[src/hw/rtl/vp9_frame_header_peek_top_defines.svh]
// Assertion macros for the VP9 frame header peek block.
// Included by the top level; needs a clock named i_clk and reset i_rst_n in scope.
`ifndef VP9_FRAME_HEADER_PEEK_TOP_DEFINES_SVH
`define VP9_FRAME_HEADER_PEEK_TOP_DEFINES_SVH

// Same-cycle implication, checked outside reset
`define VFHP_ASSERT_IMP(label, ante, cons, msg) \
    label: assert property (@(posedge i_clk) disable iff (!i_rst_n) (ante) |-> (cons)) \
        else $error(msg);

// Next-cycle implication, checked outside reset
`define VFHP_ASSERT_NXT(label, ante, cons, msg) \
    label: assert property (@(posedge i_clk) disable iff (!i_rst_n) (ante) |=> (cons)) \
        else $error(msg);

`endif

[src/hw/rtl/vp9fhp_pkg.sv]
// Types, constants and the per-bit parse step of the VP9 frame header peek.
// No dependencies; used by vp9_frame_header_peek_top.
package vp9fhp_pkg;

    // Parse phases (plain state codes)
    localparam logic [3:0] PH_MARKER     = 4'd0;
    localparam logic [3:0] PH_PROFILE    = 4'd1;
    localparam logic [3:0] PH_SHOW_EXIST = 4'd2;
    localparam logic [3:0] PH_SLOT       = 4'd3;
    localparam logic [3:0] PH_FRAME_TYPE = 4'd4;
    localparam logic [3:0] PH_SHOWN      = 4'd5;
    localparam logic [3:0] PH_ERR_RES    = 4'd6;
    localparam logic [3:0] PH_INTRA_ONLY = 4'd7;
    localparam logic [3:0] PH_RESET_CTX  = 4'd8;
    localparam logic [3:0] PH_SYNC       = 4'd9;
    localparam logic [3:0] PH_CC_DEPTH   = 4'd10;
    localparam logic [3:0] PH_CC_SPACE   = 4'd11;
    localparam logic [3:0] PH_CC_RANGE   = 4'd12;
    localparam logic [3:0] PH_REFRESH    = 4'd13;
    localparam logic [3:0] PH_DONE       = 4'd14;

    // Header flag bit positions
    localparam int FL_KEY   = 0;
    localparam int FL_SHOW  = 1;
    localparam int FL_ERR   = 2;
    localparam int FL_INTRA = 3;

    // Field values
    localparam logic [23:0] MARKER_CODE = 24'h000002;
    localparam logic [23:0] SYNC_CODE   = 24'h498342;
    localparam logic [7:0]  KEY_REFRESH = 8'hff;
    localparam logic [2:0]  RGB_SPACE   = 3'd7;
    localparam logic [1:0]  PROFILE_0   = 2'd0;
    localparam logic [1:0]  PROFILE_2   = 2'd2;

    typedef struct packed {
        logic [3:0]  phase;
        logic [4:0]  cnt;
        logic [23:0] accum;
        logic [3:0]  flags;
        logic        done;
    } t_parse_state;

    typedef struct packed {
        logic       valid;
        logic       status;
        logic       show_existing;
        logic       shown;
        logic [2:0] map_slot;
        logic [7:0] refresh_mask;
    } t_result;

    typedef struct packed {
        t_parse_state st;
        t_result      res;
    } t_step;

    localparam t_parse_state ST_REARM = '{
        phase: PH_MARKER, cnt: 5'd0, accum: 24'd0, flags: 4'd0, done: 1'b0
    };

    localparam t_result RES_FAIL = '{
        valid: 1'b1, status: 1'b1, show_existing: 1'b0, shown: 1'b0,
        map_slot: 3'd0, refresh_mask: 8'd0
    };

    // Bits in each header field
    function automatic logic [4:0] phase_len(logic [3:0] ph);
        logic [4:0] len;
        case (ph)
            PH_MARKER, PH_PROFILE, PH_RESET_CTX: len = 5'd2;
            PH_SLOT, PH_CC_SPACE:                len = 5'd3;
            PH_SYNC:                             len = 5'd24;
            PH_REFRESH:                          len = 5'd8;
            default:                             len = 5'd1;
        endcase
        return len;
    endfunction

    // Phase after the reset-context bits of a non-key frame
    function automatic logic [3:0] after_reset(logic [3:0] flags);
        return flags[FL_INTRA] ? PH_SYNC : PH_REFRESH;
    endfunction

    // Consume one header bit
    function automatic t_step feed_bit(t_parse_state s, logic b, logic [1:0] prof);
        t_step      r;
        logic [23:0] v;
        logic [1:0]  p;
        r.st       = s;
        r.res      = '0;
        r.st.accum = {s.accum[22:0], b};
        r.st.cnt   = s.cnt + 5'd1;
        v          = r.st.accum;
        p          = {v[0], v[1]};
        if (r.st.cnt >= phase_len(s.phase)) begin
            r.st.accum = '0;
            r.st.cnt   = '0;
            case (s.phase)
                PH_MARKER: begin
                    if (v != MARKER_CODE) r.res = RES_FAIL;
                    else r.st.phase = PH_PROFILE;
                end
                PH_PROFILE: begin
                    if (p != prof) r.res = RES_FAIL;
                    else r.st.phase = PH_SHOW_EXIST;
                end
                PH_SHOW_EXIST: begin
                    r.st.phase = v[0] ? PH_SLOT : PH_FRAME_TYPE;
                end
                PH_SLOT: begin
                    r.res.valid         = 1'b1;
                    r.res.show_existing = 1'b1;
                    r.res.shown         = 1'b1;
                    r.res.map_slot      = v[2:0];
                end
                PH_FRAME_TYPE: begin
                    if (!v[0]) r.st.flags[FL_KEY] = 1'b1;
                    r.st.phase = PH_SHOWN;
                end
                PH_SHOWN: begin
                    if (v[0]) r.st.flags[FL_SHOW] = 1'b1;
                    r.st.phase = PH_ERR_RES;
                end
                PH_ERR_RES: begin
                    if (v[0]) r.st.flags[FL_ERR] = 1'b1;
                    if (r.st.flags[FL_KEY])        r.st.phase = PH_SYNC;
                    else if (!r.st.flags[FL_SHOW]) r.st.phase = PH_INTRA_ONLY;
                    else if (!r.st.flags[FL_ERR])  r.st.phase = PH_RESET_CTX;
                    else                           r.st.phase = PH_REFRESH;
                end
                PH_INTRA_ONLY: begin
                    if (v[0]) r.st.flags[FL_INTRA] = 1'b1;
                    r.st.phase = r.st.flags[FL_ERR] ? after_reset(r.st.flags)
                                                    : PH_RESET_CTX;
                end
                PH_RESET_CTX: begin
                    r.st.phase = after_reset(r.st.flags);
                end
                PH_SYNC: begin
                    if (v != SYNC_CODE) begin
                        r.res = RES_FAIL;
                    end else if (prof == PROFILE_2) begin
                        r.st.phase = PH_CC_DEPTH;
                    end else if (r.st.flags[FL_KEY]) begin
                        r.res.valid        = 1'b1;
                        r.res.shown        = r.st.flags[FL_SHOW];
                        r.res.refresh_mask = KEY_REFRESH;
                    end else begin
                        r.st.phase = PH_REFRESH;
                    end
                end
                PH_CC_DEPTH: begin
                    if (v[0]) r.res = RES_FAIL;
                    else r.st.phase = PH_CC_SPACE;
                end
                PH_CC_SPACE: begin
                    if (v[2:0] == RGB_SPACE) r.res = RES_FAIL;
                    else r.st.phase = PH_CC_RANGE;
                end
                PH_CC_RANGE: begin
                    if (r.st.flags[FL_KEY]) begin
                        r.res.valid        = 1'b1;
                        r.res.shown        = r.st.flags[FL_SHOW];
                        r.res.refresh_mask = KEY_REFRESH;
                    end else begin
                        r.st.phase = PH_REFRESH;
                    end
                end
                PH_REFRESH: begin
                    r.res.valid        = 1'b1;
                    r.res.shown        = r.st.flags[FL_SHOW];
                    r.res.refresh_mask = v[7:0];
                end
                default: begin
                end
            endcase
            // A result ends the parse for this frame
            if (r.res.valid) begin
                r.st.phase = PH_DONE;
                r.st.done  = 1'b1;
            end
        end
        return r;
    endfunction

endpackage

[src/hw/rtl/vp9_frame_header_peek_top.sv]
// Each accepted byte is parsed from the input register; its result is registered.
// Throughput: one byte per cycle while not stalled; the eight bits are parsed together.
// A stalled result holds the parse stage, which then holds the input register.
// Reset (synchronous, i_rst_n low): parser rearmed at the frame marker, profile 0,
// both register stages empty.
// Top level of the VP9 frame header peek; uses vp9fhp_pkg and the assertion macro header.
module vp9_frame_header_peek_top (
    input  logic       i_clk,
    input  logic       i_rst_n,
    input  logic       i_cfg_we,
    input  logic [1:0] i_cfg_wdata,
    input  logic       i_valid,
    output logic       o_stall,
    input  logic [7:0] i_header_byte,
    input  logic       i_last_byte,
    output logic       o_valid,
    input  logic       i_stall,
    output logic       o_status,
    output logic       o_show_existing,
    output logic       o_shown,
    output logic [2:0] o_map_slot,
    output logic [7:0] o_refresh_mask
);

`include "vp9_frame_header_peek_top_defines.svh"

    logic [1:0]             r_profile;
    logic                   r_in_valid;
    logic [7:0]             r_in_byte;
    logic                   r_in_last;
    vp9fhp_pkg::t_parse_state r_st;
    vp9fhp_pkg::t_parse_state n_st;
    vp9fhp_pkg::t_result      r_out;
    vp9fhp_pkg::t_result      n_out;
    logic                   parse_go;
    logic                   in_beat;

    // Parse the held byte when the result register is free or draining
    assign parse_go = r_in_valid && (!r_out.valid || !i_stall);
    assign o_stall  = r_in_valid && !parse_go;
    assign in_beat  = i_valid && !o_stall;

    // Unrolled eight-bit parse of one byte
    always_comb begin
        vp9fhp_pkg::t_step        stp;
        vp9fhp_pkg::t_parse_state s;
        vp9fhp_pkg::t_result      res;
        s   = r_st;
        res = '0;
        stp = '0;
        if (!s.done) begin
            if (!(r_profile inside {vp9fhp_pkg::PROFILE_0, vp9fhp_pkg::PROFILE_2})) begin
                res     = vp9fhp_pkg::RES_FAIL;
                s.phase = vp9fhp_pkg::PH_DONE;
                s.done  = 1'b1;
            end else begin
                for (int i = 7; i >= 0; i--) begin
                    if (!s.done) begin
                        stp = vp9fhp_pkg::feed_bit(s, r_in_byte[i], r_profile);
                        s   = stp.st;
                        if (stp.res.valid) res = stp.res;
                    end
                end
            end
        end
        // End of frame: fail if still parsing, then rearm
        if (r_in_last) begin
            if (!s.done) res = vp9fhp_pkg::RES_FAIL;
            s = vp9fhp_pkg::ST_REARM;
        end
        n_st  = parse_go ? s : r_st;
        n_out = r_out;
        if (parse_go && res.valid) n_out = res;
        else if (!i_stall)         n_out.valid = 1'b0;
    end

    // Config, input register, parse state, result register; payload has no reset
    always_ff @(posedge i_clk) begin
        if (!i_rst_n) begin
            r_profile   <= '0;
            r_in_valid  <= 1'b0;
            r_st        <= vp9fhp_pkg::ST_REARM;
            r_out.valid <= 1'b0;
        end else begin
            if (i_cfg_we) r_profile <= i_cfg_wdata;
            if (in_beat)       r_in_valid <= 1'b1;
            else if (parse_go) r_in_valid <= 1'b0;
            r_st        <= n_st;
            r_out.valid <= n_out.valid;
        end
        if (in_beat) begin
            r_in_byte <= i_header_byte;
            r_in_last <= i_last_byte;
        end
        r_out.status        <= n_out.status;
        r_out.show_existing <= n_out.show_existing;
        r_out.shown         <= n_out.shown;
        r_out.map_slot      <= n_out.map_slot;
        r_out.refresh_mask  <= n_out.refresh_mask;
    end

    assign o_valid         = r_out.valid;
    assign o_status        = r_out.status;
    assign o_show_existing = r_out.show_existing;
    assign o_shown         = r_out.shown;
    assign o_map_slot      = r_out.map_slot;
    assign o_refresh_mask  = r_out.refresh_mask;

    // Checks
    `VFHP_ASSERT_IMP(a_fail_clean, o_valid && o_status,
        !o_show_existing && !o_shown && o_map_slot == 3'd0 && o_refresh_mask == 8'd0,
        "failure beat carries nonzero fields")
    `VFHP_ASSERT_IMP(a_exist_shape, o_valid && o_show_existing,
        o_shown && o_refresh_mask == 8'd0, "show-existing beat malformed")
    `VFHP_ASSERT_IMP(a_done_phase, r_st.done, r_st.phase == vp9fhp_pkg::PH_DONE,
        "done flag without done phase")
    `VFHP_ASSERT_NXT(a_rearm, parse_go && r_in_last,
        r_st.phase == vp9fhp_pkg::PH_MARKER && !r_st.done && r_st.flags == 4'd0,
        "parser not rearmed after last byte")

endmodule

[config.mk]
export PLATFORM = sky130hd
export DESIGN_NAME = vp9_frame_header_peek_top
export DESIGN_NICKNAME = d
export VERILOG_FILES = /design/src/hw/rtl/vp9fhp_pkg.sv /design/src/hw/rtl/vp9_frame_header_peek_top.sv
export VERILOG_INCLUDE_DIRS = /design/src /design/src/hw/rtl
export SDC_FILE = /design/constraint.sdc
export NUM_CORES = 1
export LEC_CHECK = 0
export BUFFER_PORTS_ARGS = -buffer_cell sky130_fd_sc_hd__buf_2
export CORE_UTILIZATION = 36
export DETAILED_ROUTE_END_ITERATION = 16
export PLACE_DENSITY_LB_ADDON = 0.25
export SYNTH_ARGS = -nofsm -noshare
export SYNTH_HDL_FRONTEND = slang
export SYNTH_SLANG_ARGS = --single-unit
[constraint.sdc]
create_clock -name i_clk -period 26.6 [get_ports i_clk]
set_input_delay 2.66 -clock i_clk [delete_from_list [all_inputs] [get_ports i_clk]]
set_output_delay 2.66 -clock i_clk [all_outputs]
set_load 0.005 [all_outputs]
## Word level (Yosys, flattened, before mapping)

Cells that the tools add are included.

- Bits in registers: 64
- Word-level logic and storage cells: 801
- Bits of input ports: 16

- Mux-type cells: 584
- Equality and inequality tests: 139
- $lt $le $gt $ge: 8
- $add $sub $neg: 8
- Reduce and logical (&&, ||, !) cells: 47

Operators with widths:

| cell | count |
|---|---|
| $mux 53 | 31 |
| $mux 38 | 23 |
| $mux 15 | 55 |
| $pmux 8 s7 | 8 |
| $pmux 4 s12 | 8 |
| $mux 4 | 81 |
| $mux 1 | 234 |
| $eq 4x4->1 const B | 48 |
| $mux 8 | 24 |
| $ne 24x2->1 const B | 8 |
| $ne 24x23->1 const B | 8 |
| $pmux 5 s4 | 8 |
| $eq 4x3->1 const B | 32 |
| $mux 3 | 40 |
| $pmux 3 s5 | 8 |
| $mux 5 | 23 |
| $eq 4x2->1 const B | 16 |
| $pmux 1 s8 | 8 |
| $pmux 1 s7 | 8 |
| $pmux 1 s6 | 8 |
| $add 5x1->5 const B | 8 |
| $ge 5x5->1 | 8 |
| $pmux 1 s5 | 8 |
| $mux 33 | 1 |
| other kinds (17) | 82 |

## Longest topological paths before layout

Gate-level depths: netlist (run 1).

- Depth in word-level cells: 185
- Mapped depth: 100
- Gate-level depth less buffers: 88

## Worst setup path after synthesis (run 1)

Ideal clock, no wire load.

- Path type: reg2reg
- Start point: register r_st[34] (netlist name)
- End point: register r_out (netlist bit o_map_slot[0]) (enable)
- Period minus slack after synthesis: 18585 ps
- Library setup time: 396 ps
- Data arrival time: 18189 ps
- Stages on the path, launching flop included: 91
- Path slack: 8015 ps
- Cells stage by stage: dfxtp_1 -> clkbuf_1 -> clkbuf_1 -> nor2b_1 -> nand2_1 -> ha_1 -> or3_1 -> a211oi_1 -> or2_1 -> clkbuf_1 -> clkbuf_1 -> and2_1 -> ha_1 -> and3_1 -> xor2_1 -> and2_1 -> ha_1 -> a21o_1 -> (+55 left out) -> o21ai_0 -> nand2_1 -> o22ai_1 -> nor2_1 -> a21oi_1 -> a41oi_1 -> o22ai_1 -> clkbuf_1 -> nor2_1 -> nand2_1 -> nand3_1 -> ha_1 -> a21oi_1 -> a21boi_0 -> o21ai_0 -> nand2b_1 -> o41ai_2 -> a31oi_1

- Cells in the longest elaborated chain, start to end: 126

RTL lines:

| what | RTL line | RTL |
|---|---|---|
| start: declaration | vp9_frame_header_peek_top.sv:31 | `vp9fhp_pkg::t_parse_state r_st;` |
| start signal: assignment | vp9_frame_header_peek_top.sv:82 | `r_st <= vp9fhp_pkg::ST_REARM;` |
| start signal: assignment | vp9_frame_header_peek_top.sv:88 | `r_st <= n_st;` |
| parallel branches: the longest is 7 deep, another holds $ge 5x5->1 | - |  |
| $mux 53 * | vp9fhp_pkg.sv:96 | `if (r.st.cnt >= phase_len(s.phase)) begin` |
| $mux 53 * | vp9_frame_header_peek_top.sv:52 | `if (!(r_profile inside {vp9fhp_pkg::PROFILE_0, vp9fhp_pkg::PROFILE_2})) begin` |
| $mux 53 * | vp9_frame_header_peek_top.sv:51 | `if (!s.done) begin` |
| $mux 38, on equally long branches | vp9_frame_header_peek_top.sv:52, vp9_frame_header_peek_top.sv:51 |  |
| $mux 38 or $mux 1 (tied branches) | vp9_frame_header_peek_top.sv:51, vp9fhp_pkg.sv:126 |  |
| $eq 4x1->1, or another cell as far along | vp9fhp_pkg.sv:70, vp9fhp_pkg.sv:99 |  |
| $reduce_or 3->1, or another cell as far along | vp9fhp_pkg.sv:70 | `case (ph)` |
| (+104 left out) | - |  |
| $mux 53, on equally long branches | vp9_frame_header_peek_top.sv:51, vp9_frame_header_peek_top.sv:52 |  |
| $mux 15 or $mux 53 (tied branches) | vp9_frame_header_peek_top.sv:61, vp9_frame_header_peek_top.sv:51 |  |
| $mux 15 or $mux 38 (tied branches) | vp9_frame_header_peek_top.sv:58 | `if (!s.done) begin` |
| $mux 15 or $mux 1 (tied branches) | vp9_frame_header_peek_top.sv:52 |  |
| $mux 15 or $mux 38 (tied branches) | vp9_frame_header_peek_top.sv:51 |  |
| $mux 15 | vp9_frame_header_peek_top.sv:68 | `if (!s.done) res = vp9fhp_pkg::RES_FAIL;` |
| $mux 15 * | vp9_frame_header_peek_top.sv:67 | `if (r_in_last) begin` |
| $logic_and 1x1->1 * | vp9_frame_header_peek_top.sv:73 | `if (parse_go && res.valid) n_out = res;` |
| end: declaration | vp9_frame_header_peek_top.sv:33 | `vp9fhp_pkg::t_result r_out;` |

Mark *: on every way between the ends. The select of a mux whose other input is x is not followed.
A chain may end at the register's enable or synchronous reset.

## Final worst setup path (run 1)

- Start point: register r_st[34] (netlist name)
- End point: register r_st[16] (netlist name)

- Cells in the longest elaborated chain, start to end: 123

RTL lines:

| what | RTL line |
|---|---|
| parallel branches: the longest is 7 deep, another holds $ge 5x5->1 | - |
| $mux 53 * | vp9fhp_pkg.sv:96 |
| $mux 53 * | vp9_frame_header_peek_top.sv:52 |
| $mux 53 * | vp9_frame_header_peek_top.sv:51 |
| $mux 38 * | vp9_frame_header_peek_top.sv:52 |
| $mux 38 * | vp9_frame_header_peek_top.sv:51 |
| $eq 4x1->1, or another cell as far along | vp9fhp_pkg.sv:70, vp9fhp_pkg.sv:99 |
| $reduce_or 3->1, or another cell as far along | vp9fhp_pkg.sv:70 |
| (+101 left out) | - |
| $mux 53 | vp9fhp_pkg.sv:96 |
| $mux 53 | vp9_frame_header_peek_top.sv:58 |
| $mux 53 | vp9_frame_header_peek_top.sv:52 |
| $mux 53 | vp9_frame_header_peek_top.sv:51 |
| $mux 38 * | vp9_frame_header_peek_top.sv:58 |
| $mux 33 * | vp9_frame_header_peek_top.sv:52 |
| $mux 38 * | vp9_frame_header_peek_top.sv:51 |
| $mux 38 * | vp9_frame_header_peek_top.sv:67 |

Marked as above.

==> qor.yml, run 1 <==
status: "completed"
fin_crit_sh: 0.878
reg2reg_depth: 83
hpwl_um: 40100
finalClockSkew_ns: 0.0186
gp_congestion: 0.969
track_usage: 0.305
slew_violations: 0
cts_made_buffers: 9
tightest_slew_ns: 1.11
cp_common_cell: "nand2_1"
cts_buffer_depth: 2
avgRoutedWirePerCell_um: 24.4
startpoint_type: "flop"
ys_ff_latch: 64
antenna_found_initial: 1
grt_use_met2: 0.469
synth_top_area_cell: "dfxtp_1"
worstReg2RegStart: "r_st[34]"
cp_max_fo: 29
utilization: 0.390
start_util: 0.367
fmax_ghz: 0.0428
hold_violations: 0
cts_hold_buf: 0
area_growth_syn_to_layout_pct: 6.32
detail-route-antenna-nets: 0
cts_tree: "yes"
synth_nets: 1811
core_mm2: 0.0325
overflow: 0
netlist_top_cells_area: "dfxtp_1 6.9%, nand2_1 6.2%, nor2_1 5.9%, edfxtp_1 5.8%, a21oi_1 4.7%"
timing.slew.headroom: 0.256
layout-drive-gt1-share: 0.0946
tns_ns: 0
layout_commonest_cell: "nand2_1"
finalSetupViolations: 0
yosysWarnings: 0
cts.sinks: 64
synthDistinctLibCells: 115
finalCriticalPeriod_ns: 23.34
cts_resized: 0
clk_pin_slew_ns: 0.06
drt-total-wl_um: 52500
hold_path_depth: 2
post_cts_buffers: 0
die_w_um: 184
worstHoldEndpoint: "r_st[27]"
grt_pass1_wl_um: 81300
cts_max_level: 3
layout_common_cells: "197 x nand2_1, 189 x nor2_1, 112 x a21oi_1"
r2r_end: "r_st[16]"
yosysSeqAreaShare: 0.127
die_area_mm2: 0.0339
synth_top_area_frac: 0.0688
die_y_um: 184
numPortBuffers: 31
antenna_cells: 0
crit_slowest_cell: "dfxtp_1"
use_met1: 0.413
root_buffer: "clkbuf_16"
syn_avg_cell_area_um2: 6.80
synthFlopType: "dfxtp_1"
num_rows: 66
hold_start: "r_st[27]"
busiest_layer: "met2"
drt_iter0_markers: 2092
synth-edff-count: 23
worstSetupPathType: "reg -> reg"
drt_first_pass_iters: 6
slowest_delay_ns: 0.94
via_per_inst: 6.92
grtUsageMet3: 0.0523
grt_pass1_vias: 13800
nets: 1764
grt_max_degree: 44
cp.required_ns: 26.87
clk_latency_ns: 0.36
netlist_instances: 1755
rrSetupSlack_ns: 3.26
via_count: 14900
synth_area_mm2: 0.0119
cp.arrival_ns: 23.62
async_flop_share: 0
worst_hold_path_type: "reg -> reg"
endpoint_kind: "flop"
rsz0062_at_grt: "no"
ios: 32
drv_cap: 0
drc: 0
sequential cells by signal (all words and copies together), names as in the netlist:
register,flops
o_refresh_mask,8
o_map_slot,3
r_in_valid,1
r_st,37
r_profile,2
o_shown,1
o_valid,1
r_in_byte,8
o_show_existing,1
o_status,1
r_in_last,1
stage by stage:
stage / hold WS (ns) / setup WS, ns / cell area [µm²] / instances
CTS: 0.541 / 3.83 / 12700 / 2155
global route: 0.565 / 1.45 / 12700 / 2155
detailed placement: 0.527 / 3.89 / 12400 / 2139
floorplan: 0.497 / 8.02 / 11900 / 1755
finish: 0.540 / 3.26 / 12700 / 2155
global placement: 0.521 / 4.64 / 12400 / 2139
how the worst max path moves through the flow:
stage | startpoint | endpoint
after CTS | r_st[34] | o_shown
after detailed placement | r_st[34] | o_map_slot[1]
after floorplan | r_st[34] | o_map_slot[0]
after global placement | r_st[34] | o_shown
after global routing | r_st[34] | o_map_slot[2]
final | r_st[34] | r_st[16]
cell type report:
type	instances	area, µm²
Clock buffer	11	264
Clock inverter	5	61.3
Fill cell	3515	19800
Inverter	34	128
Multi-Input combinational cell	1536	9770
Sequential cell	64	1510
Tap cell	442	553
Timing Repair Buffer	63	395
routing by layer:
layer | wire length, µm | share of wire
met1 | 22300 | 0.42
met2 | 22300 | 0.42
met3 | 5330 | 0.10
met4 | 2630 | 0.050
met5 | 13 | 0.00025
Yosys cell counts (24+ instances only):
| cell type | instances |
|---|---|
| nor2b_1 | 38 |
| inv_1 | 34 |
| ha_1 | 40 |
| nor3_1 | 69 |
| clkbuf_1 | 87 |
| xnor2_1 | 26 |
| a211oi_1 | 24 |
| a22oi_1 | 34 |
| a31oi_1 | 49 |
| nand4_1 | 27 |
| nor2_1 | 189 |
| dfxtp_1 | 41 |
| o21ai_0 | 81 |
| a21oi_1 | 112 |
| nand3_1 | 84 |
| nand2_1 | 197 |
| and3_1 | 26 |
| nor4_1 | 28 |
| a21o_1 | 24 |
| o31ai_1 | 24 |
worst max-delay path: cells and delay by family, from the launching register on:
kind	cells	cell delay (ns)
fa+ha+maj	8	2.27
flops	1	0.94
buf+inv	3	0.56
compound gates	29	8.31
simple gates	43	11.15
cells by family after synthesis:
group | after synthesis | synth area share
XOR/XNOR | 42 | 0.0308
flip-flops | 64 | 0.127
AND/OR/NAND/NOR | 802 | 0.337
buffers and inverters | 155 | 0.0545
adder cells (fa/ha/maj) | 41 | 0.0428
multiplexers | 10 | 0.00860
AO/OA/AOI/OAI | 641 | 0.399
Power of run 1 is left out: the tool's default activity adds up to more than one toggle a clock period on the data nets, which glitch-free logic cannot reach.
==> run 2: changes to the inputs <==
==> constraint.sdc (replaced) <==
create_clock -name i_clk -period 28.9 [get_ports i_clk]
set_input_delay 2.89 -clock i_clk [delete_from_list [all_inputs] [get_ports i_clk]]
set_output_delay 2.89 -clock i_clk [all_outputs]
set_load 0.005 [all_outputs]
==> run 2 against run 1 <==
Design area fell by 0.31%. Sequential share of layout area is essentially flat. Critical path type unchanged. Critical path depth is 2 lower. Non-clock buffer count decreased by 2. Die area did not move. Via count fell by 0.66%. Clock skew is 0.0045 ns lower. Utilization is 0.12 points lower. Fmax increased by 1.7%. Routed wire length is 2.6% lower. Register-to-register slack better by 2.7 ns.
==> qor.yml, run 2 (synthesis gave the netlist of run 1 again) <==
placement.cell_area_mm2: 0.0123  # -0.12%
nets: 1762  # -0.11%
status: "completed"
detail-route-antenna-nets: 0  # unchanged
layout_common_cells: "197 x nand2_1, 189 x nor2_1, 112 x a21oi_1"
gp_congestion: 0.994  # +2.5%
area_growth_syn_to_layout_pct: 6.00
drt_first_pass_iters: 6  # unchanged
largest-register: "r_st"
hpwl_um: 39500  # -1.7%
track_usage: 0.297  # -0.00821
layout-drive-gt1-share: 0.0935  # -0.00106
slew_violations: 0  # unchanged
cp.required_ns: 28.95  # +2.08 ns
root_buffer: "clkbuf_16"
cts_hold_buf: 0  # unchanged
grt_pass1_vias: 13400  # -2.7%
fmax_ghz: 0.0436  # +1.7%
cts_tree: "yes"
seq_area_mm2: 0.00151  # unchanged
core_mm2: 0.0325  # unchanged
clk_latency_ns: 0.34  # -0.02 ns
slowest_delay_ns: 0.82  # -0.12 ns
cts_buffer_depth: 2  # unchanged
via_per_inst: 6.88  # -0.56%
tightest_slew_ns: 1.13  # +0.0195 ns
multiInputGateArea_mm2: 0.00977  # unchanged
finalCriticalPeriod_ns: 22.95  # -0.388 ns
endpoint_kind: "flop"
die_w_um: 184  # unchanged
overflow: 0  # unchanged
drc: 0  # unchanged
grt_pass1_wl_um: 79700  # -1.9%
nFillCells: 3567  # +1.5%
post_cts_buffers: 0  # unchanged
clk_pin_slew_ns: 0.06  # about the same
ios: 32  # unchanged
cts_resized: 0  # unchanged
final_area_mm2: 0.0126  # -0.31%
cp.arrival_ns: 23.01  # -0.61 ns
num_rows: 66  # unchanged
drv_cap: 0  # unchanged
worstSetupPathType: "reg -> reg"
cts_max_level: 3  # unchanged
layout_commonest_cell: "nand2_1"
drt-total-wl_um: 51200  # -2.6%
hold_violations: 0  # unchanged
start_util: 0.367  # unchanged
finalClockSkew_ns: 0.0141  # -0.00447 ns
finalSetupViolations: 0  # unchanged
largest_reg_flops: 37  # unchanged
antenna_found_initial: 0  # -1
die_y_um: 184  # unchanged
cts.sinks: 64  # unchanged
grt_max_degree: 44  # unchanged
via_count: 14800  # -0.66%
rsz0062_at_grt: "no"
fin_crit_sh: 0.794  # -0.0833
tns_ns: 0  # unchanged
antenna_cells: 0  # unchanged
worst_hold_path_type: "reg -> reg"
die_area_mm2: 0.0339  # unchanged
startpoint_type: "flop"
numPortBuffers: 31  # unchanged
avgRoutedWirePerCell_um: 23.8  # -2.5%
cp_max_fo: 22  # -24%
drt_iter0_markers: 1889  # -9.7%
whs_ns: 0.546  # +0.00571 ns
timing.slew.headroom: 0.243  # -0.0136
crit_slowest_cell: "a2bb2oi_1"
cts_made_buffers: 9  # unchanged
## run 2: cell types whose count changed in the layout (fill, tap and decap cells not counted), sizes merged
cell | previous run | this run
clkbuf | 11 | 9
clkinv | 3 | 1
clkinvlp | 0 | 2
buf | 63 | 61
inv | 35 | 37
## run 2: final timing paths
path              startpoint             to  slack, ns  cells after the start
setup reg to reg    r_st[34]  o_map_slot[2]       5.95                     81
setup / recovery    r_st[34]  o_map_slot[2]       5.95                     81
hold / removal      r_st[27]       r_st[27]       0.55                      2
hold reg to reg     r_st[27]       r_st[27]       0.55                      2
## run 2: area by class of cell
class	count	share of cell area
well taps	442	0.0437
repair buffers	61	0.0301
inverters	34	0.0101
flip-flops and latches	64	0.119
multi-input cells	1536	0.773
clock inverters	7	0.00603
clock buffers	9	0.0178
## run 2: through the flow
step	cells	setup WS, ns	util
finish	2153	5.95	0.389
global route	2153	4.20	0.389
CTS	2153	6.44	0.389
detailed placement	2137	6.58	0.379
global placement	2137	7.24	0.379
floorplan	1755	10.32	-
## run 2: critical path: cells and delay by family (launching register included)
kind	cells	cell delay, ns
flops	1	0.58
compound gates	31	8.74
fa+ha+maj	8	2.26
simple gates	38	10.22
buf+inv	4	0.80
## run 2: per-layer routing
layer | up-vias | global-route usage | part of all wire
li1 | 6746 | - | -
met2 | 914 | 0.460 | 0.44
met4 | 0 | 0.103 | 0.037
met1 | 7025 | 0.415 | 0.44
met5 | - | 0 | 0
met3 | 127 | 0.0450 | 0.090
Power of run 2 is left out for the same reason.
==> run 3: changes to the inputs <==
==> constraint.sdc (replaced) <==
create_clock -name i_clk -period 20.5 [get_ports i_clk]
set_input_delay 2.05 -clock i_clk [delete_from_list [all_inputs] [get_ports i_clk]]
set_output_delay 2.05 -clock i_clk [all_outputs]
set_load 0.005 [all_outputs]
==> run 3 against run 2 <==
Fmax increased by 21%. Routed wire length increased by 3.9%. Sequential share of layout area decreased by 0.41 points. First-iteration DRC count increased by 12%. Register-to-register slack got worse by 4.4 ns. Count of clock-buffer cells in the layout increased by 2. Design area increased by 3.5%.
==> qor.yml, run 3 (synthesis gave the netlist of run 1 again) <==
status: "completed"
layout-drive-gt1-share: 0.129  # +0.0353
die_area_mm2: 0.0339  # unchanged
post_cts_buffers: 0  # unchanged
via_per_inst: 6.82  # -0.93%
cts_max_level: 3  # unchanged
tightest_slew_ns: 1.10  # -0.0205 ns
worst_hold_path_type: "reg -> reg"
wl_met2_um: 23900  # +7.0%
placement.cell_area_mm2: 0.0127  # +2.7%
nets: 1805  # +2.4%
largest_reg_flops: 37  # unchanged
tns_ns: 0  # unchanged
grt_pass1_vias: 13600  # +1.1%
finalSetupViolations: 0  # unchanged
wl_met3_um: 4690  # +1.4%
gp_congestion: 0.999  # +0.48%
clk_pin_slew_ns: 0.06  # about the same
grt_max_degree: 44  # unchanged
grt_pass1_wl_um: 81800  # +2.6%
drt_first_pass_iters: 8  # +2
timing.slew.headroom: 0.260  # +0.0174
finalClockSkew_ns: 0.0135  # -0.000575 ns
via_count: 15000  # +1.1%
antenna_found_initial: 0  # unchanged
area_growth_syn_to_layout_pct: 9.74
cp.required_ns: 20.75  # -8.20 ns
drv_cap: 0  # unchanged
drt-total-wl_um: 53100  # +3.9%
final_area_mm2: 0.0131  # +3.5%
nFillCells: 3542  # -0.70%
cts_tree: "yes"
hpwl_um: 40700  # +3.2%
antenna_cells: 0  # unchanged
layout_commonest_cell: "nand2_1"
layout_common_cells: "193 x nand2_1, 187 x nor2_1, 112 x a21oi_1"
highest_layer: "met4"
largest-register: "r_st"
cts_made_buffers: 9  # unchanged
rrSetupSlack_ns: 1.56  # -4.38 ns
slew_violations: 0  # unchanged
cts_hold_buf: 0  # unchanged
cp.arrival_ns: 19.19  # -3.82 ns
cts_buffer_depth: 2  # unchanged
drt_iter0_markers: 2110  # +12%
met1_length_um: 22800  # +2.0%
start_util: 0.367  # unchanged
reg2reg_depth: 77  # -4.9%
ios: 32  # unchanged
cts.sinks: 64  # unchanged
fin_crit_sh: 0.924  # +0.129
worstSetupPathType: "reg -> reg"
whs_ns: 0.538  # -0.00797 ns
clk_latency_ns: 0.35  # about the same
numPortBuffers: 31  # unchanged
endpoint_kind: "flop"
track_usage: 0.306  # +0.00888
detail-route-antenna-nets: 0  # unchanged
dp_cells: 2180  # +2.0%
hold_path_depth: 2  # unchanged
die_y_um: 184  # unchanged
avgRoutedWirePerCell_um: 24.2  # +1.8%
num_rows: 66  # unchanged
instances_no_fill: 2196  # +2.0%
overflow: 0  # unchanged
hold_violations: 0  # unchanged
fmax_ghz: 0.0528  # +21%
core_mm2: 0.0325  # unchanged
slowest_delay_ns: 0.73  # -0.09 ns
cp_max_fo: 21  # -4.5%
rsz0062_at_grt: "no"
die_w_um: 184  # unchanged
startpoint_type: "flop"
finalCriticalPeriod_ns: 18.94  # -4.02 ns
drc: 0  # unchanged
crit_slowest_cell: "edfxtp_1"
root_buffer: "clkbuf_16"
==> run 3: changes by cell type in the layout (fill, tap and decap cells not counted), moves of 2 or more <==
cell,before,now
buf_4,30,73
clkinvlp_4,2,0
nand2_2,1,5
a211oi_1,24,22
a2111oi_2,1,3
nor2_1,189,187
clkinv_4,0,3
clkbuf_16,9,11
a2111oi_0,8,6
nor3_1,69,65
nor2_2,5,7
nand2_1,197,193
a211oi_2,1,3
nor3_2,3,7
==> run 3: per-stage QoR <==
stage / setup slack, ns / utilization
5_1_grt: 0.0950 / 0.402
2_1_floorplan: 1.92 / -
3_3_place_gp: 1.34 / 0.390
4_1_cts: 0.719 / 0.399
3_5_place_dp: 0.830 / 0.390
6_report: 1.56 / 0.402
==> run 3: what timing repair did <==
item | CTS | global route
endpoints found under the hold margin | 0 | 0
resized for setup | 0 | 25
setup endpoints to repair | 0 | 66
==> run 3: layout make-up <==
type | instances | area (µm²) | share of cell area
sequential | 64 | 1510 | 0.115
inverter | 34 | 128 | 0.00975
timing repair buffer | 104 | 703 | 0.0537
multi-input combinational | 1536 | 9880 | 0.755
clock inverter | 5 | 43.8 | 0.00334
clock buffer | 11 | 275 | 0.0210
tap | 442 | 553 | 0.0422
==> run 3: worst max-delay path, delay by kind of cell (launching register included) <==
kind                     cells  cell delay [ns]
flip-flops                   1             0.73
buffers and inverters        7             1.27
AO/OA/AOI/OAI               30             6.94
adder cells (fa/ha/maj)      6             1.77
AND/OR/NAND/NOR             34             8.10
==> run 3: worst paths after layout <==
check	endpoint	start
hold / removal	r_st[27]	r_st[27]
setup reg to reg	r_st[29]	r_in_byte[7]
setup / recovery	r_st[29]	r_in_byte[7]
hold reg to reg	r_st[27]	r_st[27]
==> run 3: metal layers <==
metal | vias up | track usage
li1 | 6815 | -
met1 | 7096 | 0.413
met2 | 919 | 0.499
met3 | 138 | 0.0444
met4 | 0 | 0.0933
met5 | - | 0
Power of run 3 is left out for the same reason.
